--- config.mk ---
export PLATFORM = sky130hd
export DESIGN_NAME = waveform_column_min_peak_flat
export DESIGN_NICKNAME = d
export VERILOG_FILES = /design/src/rtl/wcmp_pkg.sv /design/src/rtl/wcmp_if.sv /design/src/rtl/wcmp_scale.sv /design/src/rtl/waveform_column_min_peak.sv /design/src/flat_wrapper.sv
export SDC_FILE = /design/constraint.sdc
export NUM_CORES = 1
export LEC_CHECK = 0
export BUFFER_PORTS_ARGS = -buffer_cell sky130_fd_sc_hd__clkbuf_2
export CORE_MARGIN = 2
export CORE_UTILIZATION = 59
export CTS_BUF_LIST = sky130_fd_sc_hd__clkbuf_8
export DETAILED_ROUTE_END_ITERATION = 10
export PLACE_DENSITY = 0.86
export SKIP_LAST_GASP = 1
export SLEW_MARGIN = 40
export SYNTH_ARGS = -nofsm -noshare
export SYNTH_HDL_FRONTEND = slang
export SYNTH_HIERARCHICAL = 1
export SYNTH_SLANG_ARGS = --single-unit
--- constraint.sdc ---
create_clock -name clk -period 8.4 [get_ports clk]
set_clock_uncertainty 0.2 [all_clocks]
set_input_delay 1.68 -clock clk [delete_from_list [all_inputs] [get_ports clk]]
set_output_delay 1.68 -clock clk [all_outputs]
set_load 0.03 [all_outputs]
--- src/rtl/wcmp_pkg.sv ---
// Shared widths, register map, reset values and types for the waveform column min/peak block.
package wcmp_pkg;

  // Field widths
  localparam int SAMPLE_W      = 16;
  localparam int HEIGHT_W      = 12;
  localparam int AMP_W         = 15;
  localparam int SPC_W         = 16;
  localparam int COL_TOTAL_W   = 13;
  localparam int COL_IDX_W     = 12;
  localparam int VALUE_W       = 12;

  // Column count limit of one pass
  localparam int MAX_COLUMNS_DEFAULT = 4096;

  // Register port
  localparam int PADDR_W = 5;
  localparam int PDATA_W = 32;

  // Scaling datapath
  localparam int PROD_W    = 32;              // signed sample times amplitude
  localparam int X8_W      = 8 + AMP_W;       // 8-bit sample times amplitude
  localparam int NUM8_W    = X8_W + 1;        // reciprocal sum for the divide by 255
  localparam int QUOT_W    = 17;              // signed quotient
  localparam int DISP_W    = 18;              // signed display value before clamp
  localparam int DIV8      = 255;             // 8-bit full scale divisor
  localparam int Q16_DIV   = 32768;           // 16-bit full scale divisor
  localparam int Q16_SHIFT = $clog2(Q16_DIV);

  // Reset values
  localparam logic                   MODE_RST      = 1'b1;
  localparam logic [HEIGHT_W-1:0]    HEIGHT_RST    = 12'd255;
  localparam logic [AMP_W-1:0]       AMP_RST       = 15'd255;
  localparam logic [SPC_W-1:0]       SPC_RST       = 16'd1;
  localparam logic [COL_TOTAL_W-1:0] COL_TOTAL_RST = 13'd1024;

  // Register indexes (byte address = 4 * index)
  typedef enum logic [2:0] {
    REG_SIXTEEN_BIT_MODE,
    REG_HEIGHT,
    REG_AMPLITUDE,
    REG_SAMPLES_PER_COLUMN,
    REG_COLUMN_TOTAL
  } reg_idx_t;

  // Settings that the scaling pipeline needs
  typedef struct packed {
    logic                sixteen_bit_mode;
    logic [HEIGHT_W-1:0] height;
    logic [AMP_W-1:0]    amplitude;
  } scale_cfg_t;

endpackage

--- src/rtl/wcmp_if.sv ---
// Valid/ready channel interfaces for the sample input and the column result output.
interface wcmp_sample_if import wcmp_pkg::*; ();
  logic                valid;
  logic                ready;
  logic [SAMPLE_W-1:0] sample;

  modport source (output valid, output sample, input ready);
  modport sink (input valid, input sample, output ready);
endinterface

interface wcmp_column_if import wcmp_pkg::*; ();
  logic                 valid;
  logic                 ready;
  logic [COL_IDX_W-1:0] column_index;
  logic [VALUE_W-1:0]   column_min;
  logic [VALUE_W-1:0]   column_peak;
  logic                 last_column;

  modport source (output valid, output column_index, output column_min, output column_peak,
                  output last_column, input ready);
  modport sink (input valid, input column_index, input column_min, input column_peak,
                input last_column, output ready);
endinterface

--- src/rtl/wcmp_scale.sv ---
// Three-stage pipeline that turns a raw sample into a signed, unclamped display value.
module wcmp_scale import wcmp_pkg::*; (
  input  logic                     clk,
  input  logic                     rst,
  input  scale_cfg_t               cfg,
  wcmp_sample_if.sink              samples,
  output logic                     value_valid,
  input  logic                     value_ready,
  output logic signed [DISP_W-1:0] value
);

  localparam int AEXT_W = SAMPLE_W + 1;

  // Stage valids and load enables
  logic v1, v2, v3;
  logic ld1, ld2, ld3;

  // Stage 1: product
  logic signed [AEXT_W-1:0]       a_op;
  logic signed [AMP_W:0]          b_op;
  logic signed [AEXT_W+AMP_W:0]   prod_full;
  logic signed [PROD_W-1:0]       prod;
  logic                           mode1;

  // Stage 2: quotient estimate
  logic [X8_W-1:0]                x8;
  logic [NUM8_W-1:0]              num8;
  logic [PROD_W-1:0]              biased;
  logic [QUOT_W-1:0]              q16;
  logic [QUOT_W-1:0]              q_est;
  logic [QUOT_W-1:0]              q2_reg;
  logic [X8_W-1:0]                x2;
  logic                           mode2;

  // Stage 3: correction and offset
  logic [NUM8_W-1:0]              rem8;
  logic                           corr;
  logic [QUOT_W-1:0]              q_fix;
  logic [HEIGHT_W-1:0]            base;
  logic signed [DISP_W-1:0]       base_s;
  logic signed [DISP_W-1:0]       q_s;

  // Advance a stage when the next one is empty or moving
  assign ld3 = !v3 || value_ready;
  assign ld2 = !v2 || ld3;
  assign ld1 = !v1 || ld2;
  assign samples.ready = ld1;
  assign value_valid   = v3;

  always_ff @(posedge clk) begin
    if (rst) begin
      v1 <= 1'b0;
      v2 <= 1'b0;
      v3 <= 1'b0;
    end else begin
      if (ld1) v1 <= samples.valid;
      if (ld2) v2 <= v1;
      if (ld3) v3 <= v2;
    end
  end

  // Stage 1: one signed multiply covers both sample formats
  always_comb begin
    if (cfg.sixteen_bit_mode) begin
      a_op = $signed({samples.sample[SAMPLE_W-1], samples.sample});
    end else begin
      a_op = $signed({{(AEXT_W-8){1'b0}}, samples.sample[7:0]});
    end
    b_op      = $signed({1'b0, cfg.amplitude});
    prod_full = a_op * b_op;
  end

  always_ff @(posedge clk) begin
    if (ld1) begin
      prod  <= prod_full[PROD_W-1:0];
      mode1 <= cfg.sixteen_bit_mode;
    end
  end

  // Stage 2: divide by 32768 toward zero, or estimate the divide by 255
  always_comb begin
    x8     = prod[X8_W-1:0];
    num8   = NUM8_W'(x8) + NUM8_W'(x8 >> 8) + NUM8_W'(x8 >> 16);
    biased = prod[PROD_W-1] ? (prod + PROD_W'(Q16_DIV - 1)) : prod;
    q16    = biased[Q16_SHIFT +: QUOT_W];
    q_est  = mode1 ? q16 : QUOT_W'(num8[NUM8_W-1:8]);
  end

  always_ff @(posedge clk) begin
    if (ld2) begin
      q2_reg <= q_est;
      x2     <= x8;
      mode2  <= mode1;
    end
  end

  // Stage 3: fix the 255 estimate (it may be one low), then offset from the baseline
  always_comb begin
    rem8   = NUM8_W'(x2) + NUM8_W'(q2_reg) - {q2_reg[NUM8_W-9:0], 8'b0};
    corr   = !mode2 && (rem8 >= NUM8_W'(DIV8));
    q_fix  = q2_reg + QUOT_W'(corr);
    base   = mode2 ? (cfg.height >> 1) : cfg.height;
    base_s = $signed({{(DISP_W-HEIGHT_W){1'b0}}, base});
    q_s    = $signed({{(DISP_W-QUOT_W){q_fix[QUOT_W-1]}}, q_fix});
  end

  always_ff @(posedge clk) begin
    if (ld3) begin
      value <= base_s - q_s;
    end
  end

  // A held result stays in place until taken
  a_hold_value: assert property (@(posedge clk) disable iff (rst)
    (v3 && !value_ready) |=> (v3 && $stable(value)))
    else $error("scale output changed while stalled");

  // A stalled stage 2 item is not lost
  a_hold_stage2: assert property (@(posedge clk) disable iff (rst)
    (v2 && !ld2) |=> v2)
    else $error("stage 2 item dropped");

  // An accepted sample reaches stage 1
  a_accept_fills: assert property (@(posedge clk) disable iff (rst)
    (samples.valid && samples.ready) |=> v1)
    else $error("accepted sample lost");

endmodule

--- src/rtl/waveform_column_min_peak.sv ---
// Min/peak decimation of a mono sample stream into display columns: top level.
// Path: the sample that completes a column goes through multiply, divide estimate and correction,
// then clamp and column accumulate, each registered, before its result shows.
// Throughput: one sample per cycle; the product, the divide estimate, its correction and the
// accumulate each take one registered stage, so only a held result with a full pipeline stops input.
// Reset: settings return to their defaults, counters clear, no result is pending.
module waveform_column_min_peak import wcmp_pkg::*; #(
  parameter int MAX_COLUMNS = MAX_COLUMNS_DEFAULT
) (
  input  logic               clk,
  input  logic               rst,
  input  logic               psel,
  input  logic               penable,
  input  logic               pwrite,
  input  logic [PADDR_W-1:0] paddr,
  input  logic [PDATA_W-1:0] pwdata,
  output logic [PDATA_W-1:0] prdata,
  output logic               pready,
  wcmp_sample_if.sink        samples,
  wcmp_column_if.source      columns
);

  localparam int CntW = (MAX_COLUMNS > 1) ? $clog2(MAX_COLUMNS) : 1;
  localparam int CmpW = (CntW + 1 > COL_TOTAL_W) ? CntW + 1 : COL_TOTAL_W;

  // Settings
  logic                   sixteen_bit_mode;
  logic [HEIGHT_W-1:0]    height;
  logic [AMP_W-1:0]       amplitude;
  logic [SPC_W-1:0]       samples_per_column;
  logic [COL_TOTAL_W-1:0] column_total;
  reg_idx_t               reg_idx;
  logic                   wr;
  scale_cfg_t             cfg;

  // Scaling pipeline output
  logic                     value_valid;
  logic                     value_ready;
  logic signed [DISP_W-1:0] value;

  // Column state
  logic [VALUE_W-1:0] running_min;
  logic [VALUE_W-1:0] running_peak;
  logic [SPC_W-1:0]   sample_in_column;
  logic [CntW-1:0]    column_counter;

  logic               fire;
  logic [VALUE_W-1:0] clamped;
  logic [VALUE_W-1:0] eff_min;
  logic [VALUE_W-1:0] eff_peak;
  logic [VALUE_W-1:0] running_min_next;
  logic [VALUE_W-1:0] running_peak_next;
  logic [SPC_W-1:0]   sample_in_column_next;
  logic               col_done;
  logic [CntW:0]      col_next;
  logic               last;

  // Register port
  assign reg_idx = reg_idx_t'(paddr[PADDR_W-1:2]);
  assign wr      = psel && penable && pwrite;
  assign pready  = 1'b1;

  always_ff @(posedge clk) begin
    if (rst) begin
      sixteen_bit_mode   <= MODE_RST;
      height             <= HEIGHT_RST;
      amplitude          <= AMP_RST;
      samples_per_column <= SPC_RST;
      column_total       <= COL_TOTAL_RST;
    end else if (wr) begin
      unique case (reg_idx)
        REG_SIXTEEN_BIT_MODE:   sixteen_bit_mode   <= pwdata[0];
        REG_HEIGHT:             height             <= pwdata[HEIGHT_W-1:0];
        REG_AMPLITUDE:          amplitude          <= pwdata[AMP_W-1:0];
        REG_SAMPLES_PER_COLUMN: samples_per_column <= pwdata[SPC_W-1:0];
        REG_COLUMN_TOTAL:       column_total       <= pwdata[COL_TOTAL_W-1:0];
        default: ;
      endcase
    end
  end

  always_comb begin
    unique case (reg_idx)
      REG_SIXTEEN_BIT_MODE:   prdata = PDATA_W'(sixteen_bit_mode);
      REG_HEIGHT:             prdata = PDATA_W'(height);
      REG_AMPLITUDE:          prdata = PDATA_W'(amplitude);
      REG_SAMPLES_PER_COLUMN: prdata = PDATA_W'(samples_per_column);
      REG_COLUMN_TOTAL:       prdata = PDATA_W'(column_total);
      default:                prdata = '0;
    endcase
  end

  // Sample to display value
  assign cfg = '{sixteen_bit_mode: sixteen_bit_mode, height: height, amplitude: amplitude};

  wcmp_scale u_scale (
    .clk         (clk),
    .rst         (rst),
    .cfg         (cfg),
    .samples     (samples),
    .value_valid (value_valid),
    .value_ready (value_ready),
    .value       (value)
  );

  // Take a value whenever the result register is free
  assign value_ready = !columns.valid || columns.ready;
  assign fire        = value_valid && value_ready;

  // Clamp, then fold into the column min and peak
  always_comb begin
    if (value[DISP_W-1]) begin
      clamped = '0;
    end else if (value > $signed({{(DISP_W-HEIGHT_W){1'b0}}, height})) begin
      clamped = height;
    end else begin
      clamped = value[VALUE_W-1:0];
    end
    eff_min  = (sample_in_column == '0) ? height : running_min;
    eff_peak = (sample_in_column == '0) ? '0 : running_peak;
    running_min_next      = (clamped < eff_min) ? clamped : eff_min;
    running_peak_next     = (clamped > eff_peak) ? clamped : eff_peak;
    sample_in_column_next = sample_in_column + 1'b1;
    col_done = (sample_in_column_next == samples_per_column);
    col_next = {1'b0, column_counter} + 1'b1;
    last     = (CmpW'(col_next) == CmpW'(column_total)) ||
               (col_next == (CntW+1)'(MAX_COLUMNS));
  end

  always_ff @(posedge clk) begin
    if (rst) begin
      sample_in_column <= '0;
      column_counter   <= '0;
    end else if (fire) begin
      if (col_done) begin
        sample_in_column <= '0;
        column_counter   <= last ? '0 : col_next[CntW-1:0];
      end else begin
        sample_in_column <= sample_in_column_next;
      end
    end
  end

  always_ff @(posedge clk) begin
    if (fire) begin
      running_min  <= running_min_next;
      running_peak <= running_peak_next;
    end
  end

  // Result register
  always_ff @(posedge clk) begin
    if (rst) begin
      columns.valid <= 1'b0;
    end else if (fire && col_done) begin
      columns.valid <= 1'b1;
    end else if (columns.ready) begin
      columns.valid <= 1'b0;
    end
  end

  always_ff @(posedge clk) begin
    if (fire && col_done) begin
      columns.column_index <= COL_IDX_W'(column_counter);
      columns.column_min   <= running_min_next;
      columns.column_peak  <= running_peak_next;
      columns.last_column  <= last;
    end
  end

  // Every column holds at least one sample, so min never exceeds peak
  a_min_le_peak: assert property (@(posedge clk) disable iff (rst)
    columns.valid |-> (columns.column_min <= columns.column_peak))
    else $error("column min above column peak");

  // The final column of a pass wraps the column counter
  a_last_wraps: assert property (@(posedge clk) disable iff (rst)
    (fire && col_done && last) |=> (column_counter == '0))
    else $error("column counter did not wrap after last column");

  // A value inside a column advances the sample count by one
  a_count_step: assert property (@(posedge clk) disable iff (rst)
    (fire && !col_done) |=> (sample_in_column == $past(sample_in_column_next)))
    else $error("sample count did not advance");

  // A finished column always produces a pending result
  a_column_emits: assert property (@(posedge clk) disable iff (rst)
    (fire && col_done) |=> columns.valid)
    else $error("finished column produced no result");

endmodule

--- src/flat_wrapper.sv ---
// flat-port wrapper written by rule: the top's interface ports become plain ports
module waveform_column_min_peak_flat import wcmp_pkg::*;
#(
  parameter int MAX_COLUMNS = MAX_COLUMNS_DEFAULT
)
  (clk, rst, psel, penable, pwrite, paddr, pwdata, prdata, pready, samples_valid, samples_sample, samples_ready, columns_valid, columns_column_index, columns_column_min, columns_column_peak, columns_last_column, columns_ready);
  wcmp_sample_if samples_i ();
  wcmp_column_if columns_i ();
  input  logic clk;
  input  logic rst;
  input  logic psel;
  input  logic penable;
  input  logic pwrite;
  input  logic [PADDR_W-1:0] paddr;
  input  logic [PDATA_W-1:0] pwdata;
  output logic [PDATA_W-1:0] prdata;
  output logic pready;
  input wire logic [$bits(samples_i.valid)-1:0] samples_valid;
  input wire logic [$bits(samples_i.sample)-1:0] samples_sample;
  output wire logic [$bits(samples_i.ready)-1:0] samples_ready;
  output wire logic [$bits(columns_i.valid)-1:0] columns_valid;
  output wire logic [$bits(columns_i.column_index)-1:0] columns_column_index;
  output wire logic [$bits(columns_i.column_min)-1:0] columns_column_min;
  output wire logic [$bits(columns_i.column_peak)-1:0] columns_column_peak;
  output wire logic [$bits(columns_i.last_column)-1:0] columns_last_column;
  input wire logic [$bits(columns_i.ready)-1:0] columns_ready;
  assign samples_i.valid = samples_valid;
  assign samples_i.sample = samples_sample;
  assign samples_ready = samples_i.ready;
  assign columns_valid = columns_i.valid;
  assign columns_column_index = columns_i.column_index;
  assign columns_column_min = columns_i.column_min;
  assign columns_column_peak = columns_i.column_peak;
  assign columns_last_column = columns_i.last_column;
  assign columns_i.ready = columns_ready;
  waveform_column_min_peak #(.MAX_COLUMNS(MAX_COLUMNS)) u_core (.clk(clk), .rst(rst), .psel(psel), .penable(penable), .pwrite(pwrite), .paddr(paddr), .pwdata(pwdata), .prdata(prdata), .pready(pready), .samples(samples_i), .columns(columns_i));
endmodule
==> results.py <==
metrics = {
    "route": {
        "num_vias": 19300,
        "drt-total-wl_microns": 61100,
        "drc": 0,
        "firstDrtPassIters": 6,
        "drt_iter0_markers": 1657,
        "detail_route.vias_per_cell": 5.98,
        "ant_nets": 0,
        "wl_per_cell_microns": 19.0,
    },
    "placement": {
        "port_buffers": 96,
        "gp_congestion": 0.927,
        "dp_hpwl_microns": 47400,
    },
    "floorplanning": {
        "io_pins": 132,
        "dieArea_sq_um": 43100,
        "core_area_sq_um": 40900,
        "die_w_microns": 208,
        "initial_core_util_pct": 59.8,
        "rows": 74,
        "die_y_microns": 208,
    },
    "power_and_ir_drop": {
        "power_w": 0.0117,
        "ir_drop_v": 0.000560,
        "power.density_nw_per_um2": 443,
        "leakage_nw": 12.3,
    },
    "final_layout": {
        "final_nets": 3173,
        "layout-drive-gt1-share_pct": 8.59,
        "areaGrowthSynthToFinish_pct": 7.61,
        "largest_reg_flops": 32,
        "n_antenna_cell": 0,
        "largest-register": "u_core/u_scale/prod",
        "largestRegisters": "u_core/u_scale/prod (32), u_core/u_scale/x2 (23), u_core/u_scale/value (18)",
    },
    "timing": {
        "tightest_slew_ns": 0.873,
        "hold_violations": 0,
        "slew_headroom_pct": 41.7,
        "finalSetupTns_ns": 0,
        "maxSlewViolCount": 0,
        "rsz0062_at_grt": "false",
        "final-setup-viol-count": 0,
        "fin_crit_sh_pct": 93.1,
        "period_needed_ns": 7.82,
        "fmax_ghz": 0.128,
    },
    "global_route": {
        "grt-ovfl-total": 0,
        "grt_usage_pct": 28.2,
        "grt_start_max_net_pins": 67,
        "antenna_found_initial": 0,
        "grt_pass1_wl_microns": 99800,
        "grt_pass1_vias": 20100,
    },
    "worst_setup_path": {
        "setup.worst_path.start_class": "input port",
        "slowest_delay_ns": 0.55,
        "path_common_cell": "fa_1",
        "crit_path_end_kind": "flip-flop",
        "cpMaxStageDelayCell": "fa_1",
        "crit_required_ns": 8.49,
        "crit_arrival_ns": 7.92,
        "worstSetupPathType": "in -> reg",
        "crit_fanout": 8,
    },
    "status": {
        "status": "complete, no violations",
    },
    "clocking": {
        "cts.path.max_buffers": 3,
        "cts_buffers": 40,
        "root_buffer": "clkbuf_8",
        "clock_latency_ns": 0.55,
        "h-tree-depth": 2,
        "post_cts_resized": 0,
        "post_cts_buffers": 0,
        "clk_pin_slew_worst_paths_ns": 0.06,
        "clkSinkCount": 242,
        "cts_tree": "done",
        "ctsHoldBuffers": 0,
    },
    "yosys": {
        "syn_inst": 2587,
        "ys_seq_area_share_pct": 26.1,
        "synth.distinct_cells": 83,
        "ys_ff_latch": 242,
        "async_flop_share_pct": 0,
        "ys.warnings.count": 6,
        "avgSynthCellArea_sq_um": 9.46,
        "syn-cell-area_sq_um": 24500,
        "synth-main-ff-cell": "edfxtp_1",
        "synth_edf_count": 153,
    },
    "min_path": {
        "hold_path_class": "reg -> reg",
    },
    "run": {
        "maxCapViolCount": 0,
    },
}
## cell type report
class	count	area (sq um)
clock buffer	48	661
inverter	412	1550
fill	3135	14600
tap	532	666
multi-input combinational	1836	16200
timing repair buffer	130	785
sequential	242	6380
clock inverter	22	150
## worst paths after layout
check | from | end | slack [ns] | cells past startpoint
worst max-delay path | samples_sample[12] | u_core/u_scale/prod[31] | 0.58 | 25
worst min-delay path | u_core/u_scale/v2 | u_core/u_scale/value_valid | 0.28 | 2
worst max register to register | u_core/sixteen_bit_mode | u_core/u_scale/prod[31] | 1.06 | 25
worst min register to register | u_core/u_scale/v2 | u_core/u_scale/value_valid | 0.28 | 2
## cell families (layout without fill, tap and decap cells)
group | count (synthesis) | count (layout) | synth area share [%]
buffers and inverters | 524 | 612 | 8.35
other | 2 | 17 | 0.0307
adders and majority gates | 452 | 452 | 31.1
xor gates and xnor gates | 136 | 136 | 4.93
and+or+nand+nor | 775 | 775 | 16.3
AOI/OAI and AO/OA | 365 | 365 | 9.44
DFF | 242 | 242 | 26.1
muxes | 91 | 91 | 3.79
## through the flow
stage          area, sq um  setup slack, ns  utilization, %  std cells  hold WS [ns]
3_3_place_gp         25400            0.168            62.2       3149         0.247
6_report             26300            0.578            64.4       3222         0.281
2_1_floorplan        24500            0.412               -       2602         0.206
3_5_place_dp         25500           0.0955            62.4       3152         0.278
5_1_grt              26300            0.188            64.4       3222         0.303
4_1_cts              26300            0.648            64.3       3222         0.269
## routing by layer
layer	GRT usage [%]	wire, microns	share of wire, %	vias to the layer above
met5	0	0	0	-
met4	12.8	2670	4.4	0
met3	4.45	4470	7.3	203
met2	49.6	30900	51	919
li1	-	-	-	8734
met1	34.1	23000	38	9416
## synth_stat cells (all sizes together), types with 13 or more instances
master  number  share of area [%]
o22ai       13               0.33
nand2b      24               0.61
fa         262                 21
ha         189                9.7
a211o       19               0.68
o21ai       74                1.5
dfxtp       89                7.3
nor4        19               0.55
nand3       47               0.96
a21oi      118                2.4
a21o        25               0.77
a31oi       18               0.46
edfxtp     153                 19
buf         31               0.79
nor3        25               0.60
nand4       21               0.60
nor2b       24               0.61
xor2        35                1.3
xnor2      100                3.6
nor2       138                2.1
nand2      231                3.6
inv        412                6.3
a22oi       15               0.46
and2        92                2.4
clkbuf      81                1.2
and3        84                2.2
or2         13               0.33
or3         19               0.51
mux2i       80                3.3
## power by group
part / internal, W / switching (W) / leakage [nW]
Clock: 0.000581 / 0.000486 / 0.448
Combinational: 0.00362 / 0.00479 / 9.58
Sequential: 0.00191 / 0.000278 / 2.24
Total: 0.00611 / 0.00555 / 12.3
## critical path: cells and delay by family
| family | cells | cell delay [ns] |
|---|---|---|
| AO/OA/AOI/OAI | 3 | 0.77 |
| AND/OR/NAND/NOR | 8 | 1.45 |
| XOR/XNOR | 1 | 0.10 |
| buffers and inverters | 6 | 0.52 |
| adder cells (fa/ha/maj) | 7 | 3.40 |
## cells in the final DEF (no fill, tap or decap), types with 25 or more instances in the layout
cell / netlist / routed
a21o_1: 25 / 25
a21oi_1: 118 / 118
and2_1: 92 / 92
and3_1: 83 / 83
buf_4: 17 / 30
clkbuf_2: 0 / 96
clkbuf_8: 0 / 48
dfxtp_1: 89 / 89
edfxtp_1: 153 / 153
fa_1: 262 / 261
ha_1: 189 / 189
inv_1: 411 / 419
mux2i_1: 79 / 79
nand2_1: 230 / 230
nand3_1: 47 / 47
nor2_1: 138 / 137
o21ai_0: 68 / 68
xnor2_1: 100 / 100
xor2_1: 35 / 35
Note: power is estimated with default switching activity, not from simulation.
